<file path="config.mk">
export PLATFORM = sky130hd
export DESIGN_NAME = lcd_nibble_writer_with_decimal_print
export DESIGN_NICKNAME = d
export VERILOG_FILES = /design/src/design/lnw_pkg.sv /design/src/design/lnw_front.sv /design/src/design/lnw_queue.sv /design/src/design/lnw_back.sv /design/src/design/lcd_nibble_writer_with_decimal_print.sv
export SDC_FILE = /design/constraint.sdc
export NUM_CORES = 1
export LEC_CHECK = 0
export ABC_CLOCK_PERIOD_IN_PS = 3160
export BUFFER_PORTS_ARGS = -buffer_cell sky130_fd_sc_hd__buf_2
export CORE_ASPECT_RATIO = 0.6
export CORE_UTILIZATION = 40
export CTS_CLUSTER_DIAMETER = 200
export CTS_CLUSTER_SIZE = 20
export DETAILED_ROUTE_END_ITERATION = 7
export GPL_ROUTABILITY_DRIVEN = 1
export GPL_TIMING_DRIVEN = 1
export RECOVER_POWER = 100
export SLEW_MARGIN = 20
export SYNTH_ARGS = -nofsm -noshare
export SYNTH_HDL_FRONTEND = slang
export SYNTH_SLANG_ARGS = --single-unit
export TNS_END_PERCENT = 100
</file>
<file path="constraint.sdc">
create_clock -name clk -period 3.16 [get_ports clk]
set_clock_uncertainty 0.2 [all_clocks]
set_input_delay 0.632 -clock clk [delete_from_list [all_inputs] [get_ports clk]]
set_output_delay 0.632 -clock clk [all_outputs]
set_load 0.02 [all_outputs]
</file>
<file path="src/design/lnw_pkg.sv">
`timescale 1ns / 1ps

package lnw_pkg;

  // Input operation codes
  localparam logic [1:0] OP_CMD    = 2'd0;
  localparam logic [1:0] OP_CHAR   = 2'd1;
  localparam logic [1:0] OP_NUM    = 2'd2;
  localparam logic [1:0] OP_UNUSED = 2'd3;   // ignored: no writes, no state change

  // Configuration register indexes
  localparam logic REG_SPLIT = 1'b0;
  localparam logic REG_JUMP  = 1'b1;

  // Pause codes on the low nibble
  localparam logic [1:0] PAUSE_NONE  = 2'd0;
  localparam logic [1:0] PAUSE_SHORT = 2'd1;
  localparam logic [1:0] PAUSE_LONG  = 2'd2;

  localparam logic [7:0] SPLIT_RESET = 8'd8;
  localparam logic [7:0] JUMP_RESET  = 8'd168;   // 128 + 32 + 8
  localparam logic [7:0] CHAR_ZERO   = 8'h30;

  // Digit store depth; a 32-bit number needs ten decimal digits
  localparam int DIGIT_STORE   = 10;
  localparam int WORK_BITS     = 32;
  localparam int BIT_W         = $clog2(WORK_BITS);
  localparam int BCD_DIGITS    = 10;
  localparam int BCD_BITS      = BCD_DIGITS * 4;
  localparam int IDX_W         = $clog2(BCD_DIGITS);
  localparam int PRINT_DIGITS  = (DIGIT_STORE < BCD_DIGITS) ? DIGIT_STORE : BCD_DIGITS;

  localparam int QUEUE_DEPTH   = 4;
  localparam int QPTR_W        = $clog2(QUEUE_DEPTH);

  // One byte to put on the bus
  typedef struct packed {
    logic       is_char;  // 1: data write, 0: command write
    logic [7:0] data;
    logic       last;     // final byte caused by its input transaction
  } job_t;

  typedef struct packed {
    logic push;
    job_t job;
  } push_t;

endpackage

</file>
<file path="src/design/lnw_front.sv">
`timescale 1ns / 1ps

module lnw_front import lnw_pkg::*; (
  input  logic        clk,
  input  logic        rst_n,
  input  logic        in_fire,
  input  logic [1:0]  in_op,
  input  logic [31:0] in_value,
  input  logic        q_full,
  output logic        idle,
  output push_t       q_push
);

  localparam logic [1:0] F_IDLE = 2'd0;
  localparam logic [1:0] F_CONV = 2'd1;
  localparam logic [1:0] F_SIZE = 2'd2;
  localparam logic [1:0] F_EMIT = 2'd3;

  logic [1:0]           state_r, state_nxt;
  logic [WORK_BITS-1:0] work_r, work_nxt;
  logic [BCD_BITS-1:0]  digit_store_r, digit_store_nxt;
  logic [BIT_W-1:0]     bit_cnt_r, bit_cnt_nxt;
  logic [IDX_W-1:0]     idx_r, idx_nxt;
  logic [BCD_BITS-1:0]  adj;
  logic [3:0]           digit;

  assign idle  = (state_r == F_IDLE);
  assign digit = digit_store_r[{idx_r, 2'b00} +: 4];

  // Double-dabble correction: bump each digit of five or more by three
  always_comb begin
    for (int i = 0; i < BCD_DIGITS; i++) begin
      adj[i*4 +: 4] = (digit_store_r[i*4 +: 4] >= 4'd5) ?
                      digit_store_r[i*4 +: 4] + 4'd3 : digit_store_r[i*4 +: 4];
    end
  end

  always_comb begin
    logic [IDX_W-1:0] top;
    state_nxt       = state_r;
    work_nxt        = work_r;
    digit_store_nxt = digit_store_r;
    bit_cnt_nxt     = bit_cnt_r;
    idx_nxt         = idx_r;
    q_push          = '0;
    top             = '0;
    unique case (state_r)
      F_IDLE: begin
        if (in_fire) begin
          unique case (in_op)
            OP_CMD: begin
              q_push.push         = 1'b1;
              q_push.job.is_char  = 1'b0;
              q_push.job.data     = in_value[7:0];
              q_push.job.last     = 1'b1;
            end
            OP_CHAR: begin
              q_push.push         = 1'b1;
              q_push.job.is_char  = 1'b1;
              q_push.job.data     = in_value[7:0];
              q_push.job.last     = 1'b1;
            end
            OP_NUM: begin
              work_nxt        = in_value;
              digit_store_nxt = '0;
              bit_cnt_nxt     = '0;
              state_nxt       = F_CONV;
            end
            default: ;  // unused op: drop
          endcase
        end
      end
      F_CONV: begin
        digit_store_nxt = {adj[BCD_BITS-2:0], work_r[WORK_BITS-1]};
        work_nxt        = {work_r[WORK_BITS-2:0], 1'b0};
        bit_cnt_nxt     = bit_cnt_r + 1'b1;
        if (bit_cnt_r == BIT_W'(WORK_BITS - 1)) begin
          state_nxt = F_SIZE;
        end
      end
      F_SIZE: begin
        // highest nonzero digit, capped at the store depth; zero prints one digit
        for (int i = 0; i < BCD_DIGITS; i++) begin
          if (digit_store_r[i*4 +: 4] != 4'd0) begin
            top = (i < PRINT_DIGITS) ? IDX_W'(i) : IDX_W'(PRINT_DIGITS - 1);
          end
        end
        idx_nxt   = top;
        state_nxt = F_EMIT;
      end
      F_EMIT: begin
        if (!q_full) begin
          q_push.push        = 1'b1;
          q_push.job.is_char = 1'b1;
          q_push.job.data    = CHAR_ZERO | {4'h0, digit};
          q_push.job.last    = (idx_r == '0);
          if (idx_r == '0) begin
            state_nxt = F_IDLE;
          end else begin
            idx_nxt = idx_r - 1'b1;
          end
        end
      end
      default: state_nxt = F_IDLE;
    endcase
  end

  always_ff @(posedge clk) begin
    if (!rst_n) begin
      state_r   <= F_IDLE;
      work_r    <= '0;
      bit_cnt_r <= '0;
      idx_r     <= '0;
    end else begin
      state_r   <= state_nxt;
      work_r    <= work_nxt;
      bit_cnt_r <= bit_cnt_nxt;
      idx_r     <= idx_nxt;
    end
  end

  always_ff @(posedge clk) begin
    digit_store_r <= digit_store_nxt;
  end

endmodule

</file>
<file path="src/design/lnw_queue.sv">
`timescale 1ns / 1ps

module lnw_queue import lnw_pkg::*; (
  input  logic  clk,
  input  logic  rst_n,
  input  push_t q_push,
  input  logic  pop,
  output logic  full,
  output logic  empty,
  output job_t  head
);

  job_t              mem_r [QUEUE_DEPTH];
  logic [QPTR_W-1:0] wr_ptr_r, rd_ptr_r;
  logic [QPTR_W:0]   count_r;
  logic              do_push, do_pop;

  assign full    = (count_r == (QPTR_W+1)'(QUEUE_DEPTH));
  assign empty   = (count_r == '0);
  assign head    = mem_r[rd_ptr_r];
  assign do_push = q_push.push && !full;
  assign do_pop  = pop && !empty;

  always_ff @(posedge clk) begin
    if (!rst_n) begin
      wr_ptr_r <= '0;
      rd_ptr_r <= '0;
      count_r  <= '0;
    end else begin
      if (do_push) wr_ptr_r <= wr_ptr_r + 1'b1;
      if (do_pop)  rd_ptr_r <= rd_ptr_r + 1'b1;
      if (do_push && !do_pop) begin
        count_r <= count_r + 1'b1;
      end else if (do_pop && !do_push) begin
        count_r <= count_r - 1'b1;
      end
    end
  end

  always_ff @(posedge clk) begin
    if (do_push) mem_r[wr_ptr_r] <= q_push.job;
  end

endmodule

</file>
<file path="src/design/lnw_back.sv">
`timescale 1ns / 1ps

module lnw_back import lnw_pkg::*; (
  input  logic       clk,
  input  logic       rst_n,
  input  logic [7:0] split_column,
  input  logic [7:0] jump_command,
  input  logic       q_empty,
  input  job_t       q_head,
  output logic       q_pop,
  output logic       out_valid,
  input  logic       out_ready,
  output logic       reg_select,
  output logic [3:0] nibble,
  output logic [1:0] pause,
  output logic       last
);

  localparam logic [2:0] B_EMPTY = 3'd0;
  localparam logic [2:0] B_HI    = 3'd1;
  localparam logic [2:0] B_LO    = 3'd2;
  localparam logic [2:0] B_JHI   = 3'd3;
  localparam logic [2:0] B_JLO   = 3'd4;

  logic [2:0] state_r, state_nxt;
  job_t       job_r;
  logic [7:0] char_count_r, char_count_nxt;
  logic [7:0] count_inc;
  logic       jump_hit, fire, finishing;

  assign count_inc = char_count_r + 8'd1;
  assign jump_hit  = job_r.is_char && (count_inc == split_column);
  assign fire      = out_valid && out_ready;
  assign finishing = fire && (((state_r == B_LO) && !jump_hit) || (state_r == B_JLO));
  assign q_pop     = !q_empty && ((state_r == B_EMPTY) || finishing);
  assign out_valid = (state_r != B_EMPTY);

  always_comb begin
    reg_select = 1'b0;
    nibble     = 4'h0;
    pause      = PAUSE_NONE;
    last       = 1'b0;
    unique case (state_r)
      B_HI: begin
        reg_select = job_r.is_char;
        nibble     = job_r.data[7:4];
      end
      B_LO: begin
        reg_select = job_r.is_char;
        nibble     = job_r.data[3:0];
        pause      = job_r.is_char ? PAUSE_SHORT : PAUSE_LONG;
        last       = job_r.last && !jump_hit;
      end
      B_JHI: begin
        nibble = jump_command[7:4];
      end
      B_JLO: begin
        nibble = jump_command[3:0];
        pause  = PAUSE_LONG;
        last   = job_r.last;
      end
      default: ;
    endcase
  end

  always_comb begin
    state_nxt      = state_r;
    char_count_nxt = char_count_r;
    if (fire) begin
      unique case (state_r)
        B_HI:  state_nxt = B_LO;
        B_LO: begin
          if (job_r.is_char) char_count_nxt = count_inc;
          state_nxt = jump_hit ? B_JHI : B_EMPTY;
        end
        B_JHI: state_nxt = B_JLO;
        default: state_nxt = B_EMPTY;
      endcase
    end
    if (q_pop) state_nxt = B_HI;
  end

  always_ff @(posedge clk) begin
    if (!rst_n) begin
      state_r      <= B_EMPTY;
      char_count_r <= '0;
    end else begin
      state_r      <= state_nxt;
      char_count_r <= char_count_nxt;
    end
  end

  always_ff @(posedge clk) begin
    if (q_pop) job_r <= q_head;
  end

endmodule

</file>
<file path="src/design/lcd_nibble_writer_with_decimal_print.sv">
`timescale 1ns / 1ps
// Flow: a command or character is pushed to the queue in the cycle it is accepted; the back
//   end pops it and shows its high nibble; a number is converted and sized before its first digit.
// Throughput: one nibble per cycle on the bus side while out_tready is high, two per byte; a
//   number holds the input for its conversion (one bit per cycle), a sizing step and one
//   push per digit, longer while the queue is full.
// Reset: rst_n synchronous active low; clears control and char count, loads split
//   column 8 and jump command 168; queue contents and digit store are not cleared.
module lcd_nibble_writer_with_decimal_print import lnw_pkg::*; (
  input  logic        clk,
  input  logic        rst_n,
  // input stream
  input  logic        in_tvalid,
  output logic        in_tready,
  input  logic [31:0] in_tdata,   // [31:0] value
  input  logic [1:0]  in_tuser,   // [1:0] op
  // nibble stream
  output logic        out_tvalid,
  input  logic        out_tready,
  output logic [7:0]  out_tdata,  // [3:0] nibble, [5:4] pause, [7:6] zero
  output logic        out_tuser,  // [0] reg_select
  output logic        out_tlast,
  // configuration writes
  input  logic        cfg_we,
  input  logic        cfg_addr,
  input  logic [7:0]  cfg_wdata
);

  logic [7:0] split_column_r, jump_command_r;
  logic       in_fire, front_idle;
  logic       q_full, q_empty, q_pop;
  push_t      q_push;
  job_t       q_head;
  logic [3:0] nibble;
  logic [1:0] pause;

  // Front takes a transaction only from its idle state and only with room in
  // the queue, so a command or character is pushed the cycle it arrives.
  assign in_tready = front_idle && !q_full;
  assign in_fire   = in_tvalid && in_tready;

  // Hold config; software writes only while both sides are idle (not enforced here)
  always_ff @(posedge clk) begin
    if (!rst_n) begin
      split_column_r <= SPLIT_RESET;
      jump_command_r <= JUMP_RESET;
    end else if (cfg_we) begin
      unique case (cfg_addr)
        REG_SPLIT: split_column_r <= cfg_wdata;
        REG_JUMP:  jump_command_r <= cfg_wdata;
        default: ;
      endcase
    end
  end

  // Classify the transaction; convert numbers to digits, most significant first
  lnw_front u_front (
    .clk      (clk),
    .rst_n    (rst_n),
    .in_fire  (in_fire),
    .in_op    (in_tuser),
    .in_value (in_tdata),
    .q_full   (q_full),
    .idle     (front_idle),
    .q_push   (q_push)
  );

  // Short byte queue decouples conversion from the slow bus side
  lnw_queue u_queue (
    .clk    (clk),
    .rst_n  (rst_n),
    .q_push (q_push),
    .pop    (q_pop),
    .full   (q_full),
    .empty  (q_empty),
    .head   (q_head)
  );

  // Split bytes into nibbles, count characters, insert the jump command
  lnw_back u_back (
    .clk          (clk),
    .rst_n        (rst_n),
    .split_column (split_column_r),
    .jump_command (jump_command_r),
    .q_empty      (q_empty),
    .q_head       (q_head),
    .q_pop        (q_pop),
    .out_valid    (out_tvalid),
    .out_ready    (out_tready),
    .reg_select   (out_tuser),
    .nibble       (nibble),
    .pause        (pause),
    .last         (out_tlast)
  );

  assign out_tdata = {2'b00, pause, nibble};

endmodule

</file>
==> run summary <==
The number of antenna violations at the first check in global routing is 1. The root buffer cell chosen for the clock tree is sky130_fd_sc_hd__clkbuf_16. The type of origin of the critical path is a register. The wire length after detailed routing is 19000 microns. For the worst setup path, the data arrival time is around 2.3 ns. The post-route DRC violation count is 0. The run finished with clean final reports.

The required arrival time at the worst endpoint is 2.33 ns. The setup slack of the critical path after layout came out at 0.0303 ns. STA classifies the critical path endpoint as a primary output. The period utilization is 0.990. In the layout the commonest cells are 101 x sky130_fd_sc_hd__nor2_1, 90 x sky130_fd_sc_hd__edfxtp_1, 83 x sky130_fd_sc_hd__nand2_1, 73 x sky130_fd_sc_hd__dfxtp_1, 53 x sky130_fd_sc_hd__buf_2. The number of nets in the layout is between 900 and 1000. Along the worst path, the maximum fanout reaches 3. Counting every instance in the synthesized netlist gives 819. From bottom edge to top edge, the die measures about 120 microns.

The number of diodes added for antenna fixing is 0. The initial core utilization is 0.409. The average detailed-routed wire length per instance is ~16 microns. Leaving out fill and tap cells, the most frequent cell in the layout is sky130_fd_sc_hd__nor2_1. The most critical setup path has its startpoint at u_back.char_count_r[0].

Detailed placement ended at an HPWL of 13600 microns. The count of distinct cell types in the synthesized netlist came out at 70. The max-cap check violation count is 0. The top cell type's share of synthesized area is 0.315. In the post-synthesis netlist, the biggest area contributors are sky130_fd_sc_hd__edfxtp_1 31%, sky130_fd_sc_hd__dfxtp_1 18%, sky130_fd_sc_hd__mux2i_1 5.5%.

In this run the tool buffered the top-level ports with 57 buffer cells. The layout overhead on the synthesized area came out at 14.6%. After synthesis, the share of flip-flops with an asynchronous set or reset is 0.

The area after detailed placement is between 9000 and 10000 sq um. The number of routed nets with antenna violations is 0. The region available for standard cell placement spans 21000 sq um. Summing internal, switching and leakage power gives 7940 uW. The number of iterations in the first detailed-routing pass is 4.

The routed via count came out at 6087. The number of warnings printed during yosys synthesis is 0. Measured on the finished design, the core utilization comes to 0.468.

The clock slew seen by the registers of the worst setup and hold paths is 0.07 ns. The number of enable-type register cells in the synthesized netlist came out at 90. The slew of the pin with the lowest slew margin came out at 1.37 ns. Setup violations remaining at the end of the flow were counted as 0. In this run the count of I/O pins placed on the die edge is 60.

The worst setup slack for register-to-register paths came out at 0.08 ns. The number of levels the H-tree was split into came out at 4. In this run, the number of DRC markers left after iteration 0 of detailed routing was 516. The number of pins exceeding their max-slew limit in the final report came out at 0. The sequential area share after synthesis came out at 0.494. The die width is 191 microns. The number of global-route vias before repair was 5384.

The first global-routing pass estimated 29800 microns of wire. The worst-case clock buffer depth is 2. The endpoint of the worst hold-timing path is jump_command_r[7]. The register bit count reported by yosys came out at 167. Clock latency on the worst-skew pair, taken at its later pin, is 0.42 ns.

The remaining global-route overflow is 0. The tightest min-delay check is of the input port to register type. The clock sink count is 167. The number of buffers added to fix hold violations after cts is 0. The endpoint of the worst-slack reg-to-reg timing path is u_queue.count_r[2].

The startpoint identified for the worst hold timing path is cfg_wdata[7]. Based on the critical path, the design can be clocked at up to 0.320 GHz. The final count of hold timing violations is 0. In the final layout, the share of cells above drive strength 1 is 0.169.

Entering global routing, the biggest net connects 68 pins. Setup repair after global routing could not meet its margin everywhere. The worst hold path was traced through 3 stages.

The placer's final routability congestion estimate came out at 0.853. The leakage power figure came out at 0.00360 uW. The via density per instance is 5.24. The largest voltage drop on the vdd net came out at roughly 0.35 mV.

For this design the ratio of total power to cell area is around 810 nW/um^2. After synthesis, the mean cell area works out to roughly 10 sq um. The setup slack at placement is -0.0309 ns. The post-route cell area is 9840 sq um. The number of CTS-inserted buffers is 17. The relative slew slack came out at 0.0829. TritonCTS built the clock tree. The number of cell rows is 41. By startpoint and endpoint, the worst setup path is classified as register to primary output.

The leading register cell type out of synthesis is sky130_fd_sc_hd__edfxtp_1. In the global route stage, overall resource usage came out at 0.177. The cell type contributing the most total cell area after synthesis is sky130_fd_sc_hd__edfxtp_1.

The post-synthesis instance area is between 8000 and 9000 sq um. The area of the die is ~22000 sq um. For the finished layout, the period the worst path requires is 3.13 ns. The worst reg2reg path startpoint is u_back.char_count_r[0].

The worst-case reg-to-reg path depth came out at 12.
-- routing by layer --
metal  share of wire  GRT usage  vias up
li1                -          -     3033
met1            0.54      0.287     2869
met2            0.37      0.220      170
met3           0.075     0.0457       15
met4           0.012     0.0534        0
met5               0          0        -
-- repair_timing --
item | 4_1_cts | 5_1_grt
gates resized for setup | 11 | 12
setup buffers | 1 | 2
pin swaps | 3 | 7
setup endpoints to repair | 2 | 2
-- cell families after synthesis --
kind of cell               count (synthesis)  synth area share
and+or+nand+nor                          276             0.147
DFF                                      167             0.494
AOI/OAI and AO/OA                        151             0.115
buffers and inverters                     85            0.0482
muxes                                     67             0.106
xor gates and xnor gates                  38            0.0387
adders and majority gates                 34            0.0504
other                                      1          0.000436
-- how the worst max path moves through the flow --
| stage | endpoint | cells past startpoint |
|---|---|---|
| 2_1_floorplan | u_queue.count_r[2] | 12 |
| 3_3_place_gp | u_queue.count_r[2] | 12 |
| 3_5_place_dp | u_queue.count_r[2] | 12 |
| 4_1_cts | out_tlast | 9 |
| 5_1_grt | out_tlast | 9 |
| 6_report | out_tlast | 9 |
-- final cells by class --
class,instances,area [sq um]
fill,1949,11200
clock inverter,11,103
timing repair buffer,77,452
inverter,39,148
sequential,167,4250
clock buffer,21,526
tap,279,349
multi-input combinational,568,4020
-- worst max-delay path, stage by stage (launching register included) --
cell	delay (ns)
sky130_fd_sc_hd__dfxtp_2	0.34
sky130_fd_sc_hd__ha_4	0.16
sky130_fd_sc_hd__and2b_1	0.17
sky130_fd_sc_hd__or3_4	0.35
sky130_fd_sc_hd__a31oi_4	0.22
sky130_fd_sc_hd__o211ai_1	0.13
sky130_fd_sc_hd__buf_4	0.17
sky130_fd_sc_hd__a21oi_4	0.13
sky130_fd_sc_hd__nor3b_2	0.06
sky130_fd_sc_hd__buf_4	0.15
-- synth_stat cells (13+ instances only) --
master,count
sky130_fd_sc_hd__mux2i_1,47
sky130_fd_sc_hd__edfxtp_1,90
sky130_fd_sc_hd__nand3_1,18
sky130_fd_sc_hd__nand2_1,84
sky130_fd_sc_hd__xor2_1,19
sky130_fd_sc_hd__o21ai_0,21
sky130_fd_sc_hd__a21oi_1,53
sky130_fd_sc_hd__inv_1,36
sky130_fd_sc_hd__ha_1,33
sky130_fd_sc_hd__nand2b_1,13
sky130_fd_sc_hd__a211oi_1,34
sky130_fd_sc_hd__nor2_1,101
sky130_fd_sc_hd__nor3_1,18
sky130_fd_sc_hd__mux4_2,18
sky130_fd_sc_hd__xnor2_1,19
sky130_fd_sc_hd__dfxtp_1,77
sky130_fd_sc_hd__clkbuf_1,22
-- per-stage QoR --
stage | hold WS [ns] | TNS, ns | instances
detailed placement | 0.253 | -0.0309 | 1127
CTS | 0.233 | 0 | 1160
finish | 0.251 | 0 | 1162
floorplan | 0.232 | 0 | 820
global route | 0.246 | -0.0310 | 1162
global placement | 0.244 | 0 | 1127
-- flip-flops by register name (all words and copies together), names as in the netlist, 3 cells and up --
name,flops
u_front.work_r,32
u_queue.count_r,3
u_front.digit_store_r,40
jump_command_r,8
u_front.bit_cnt_r,5
u_back.state_r,3
split_column_r,8
u_back.job_r,10
u_front.idx_r,4
u_back.char_count_r,8
u_queue.mem_r,40
-- power breakdown --
part | switching, uW | internal, uW
registers | 387 | 2860
clock network | 900 | 1280
logic | 1440 | 1070
Power figures use the tool's default switching activity.
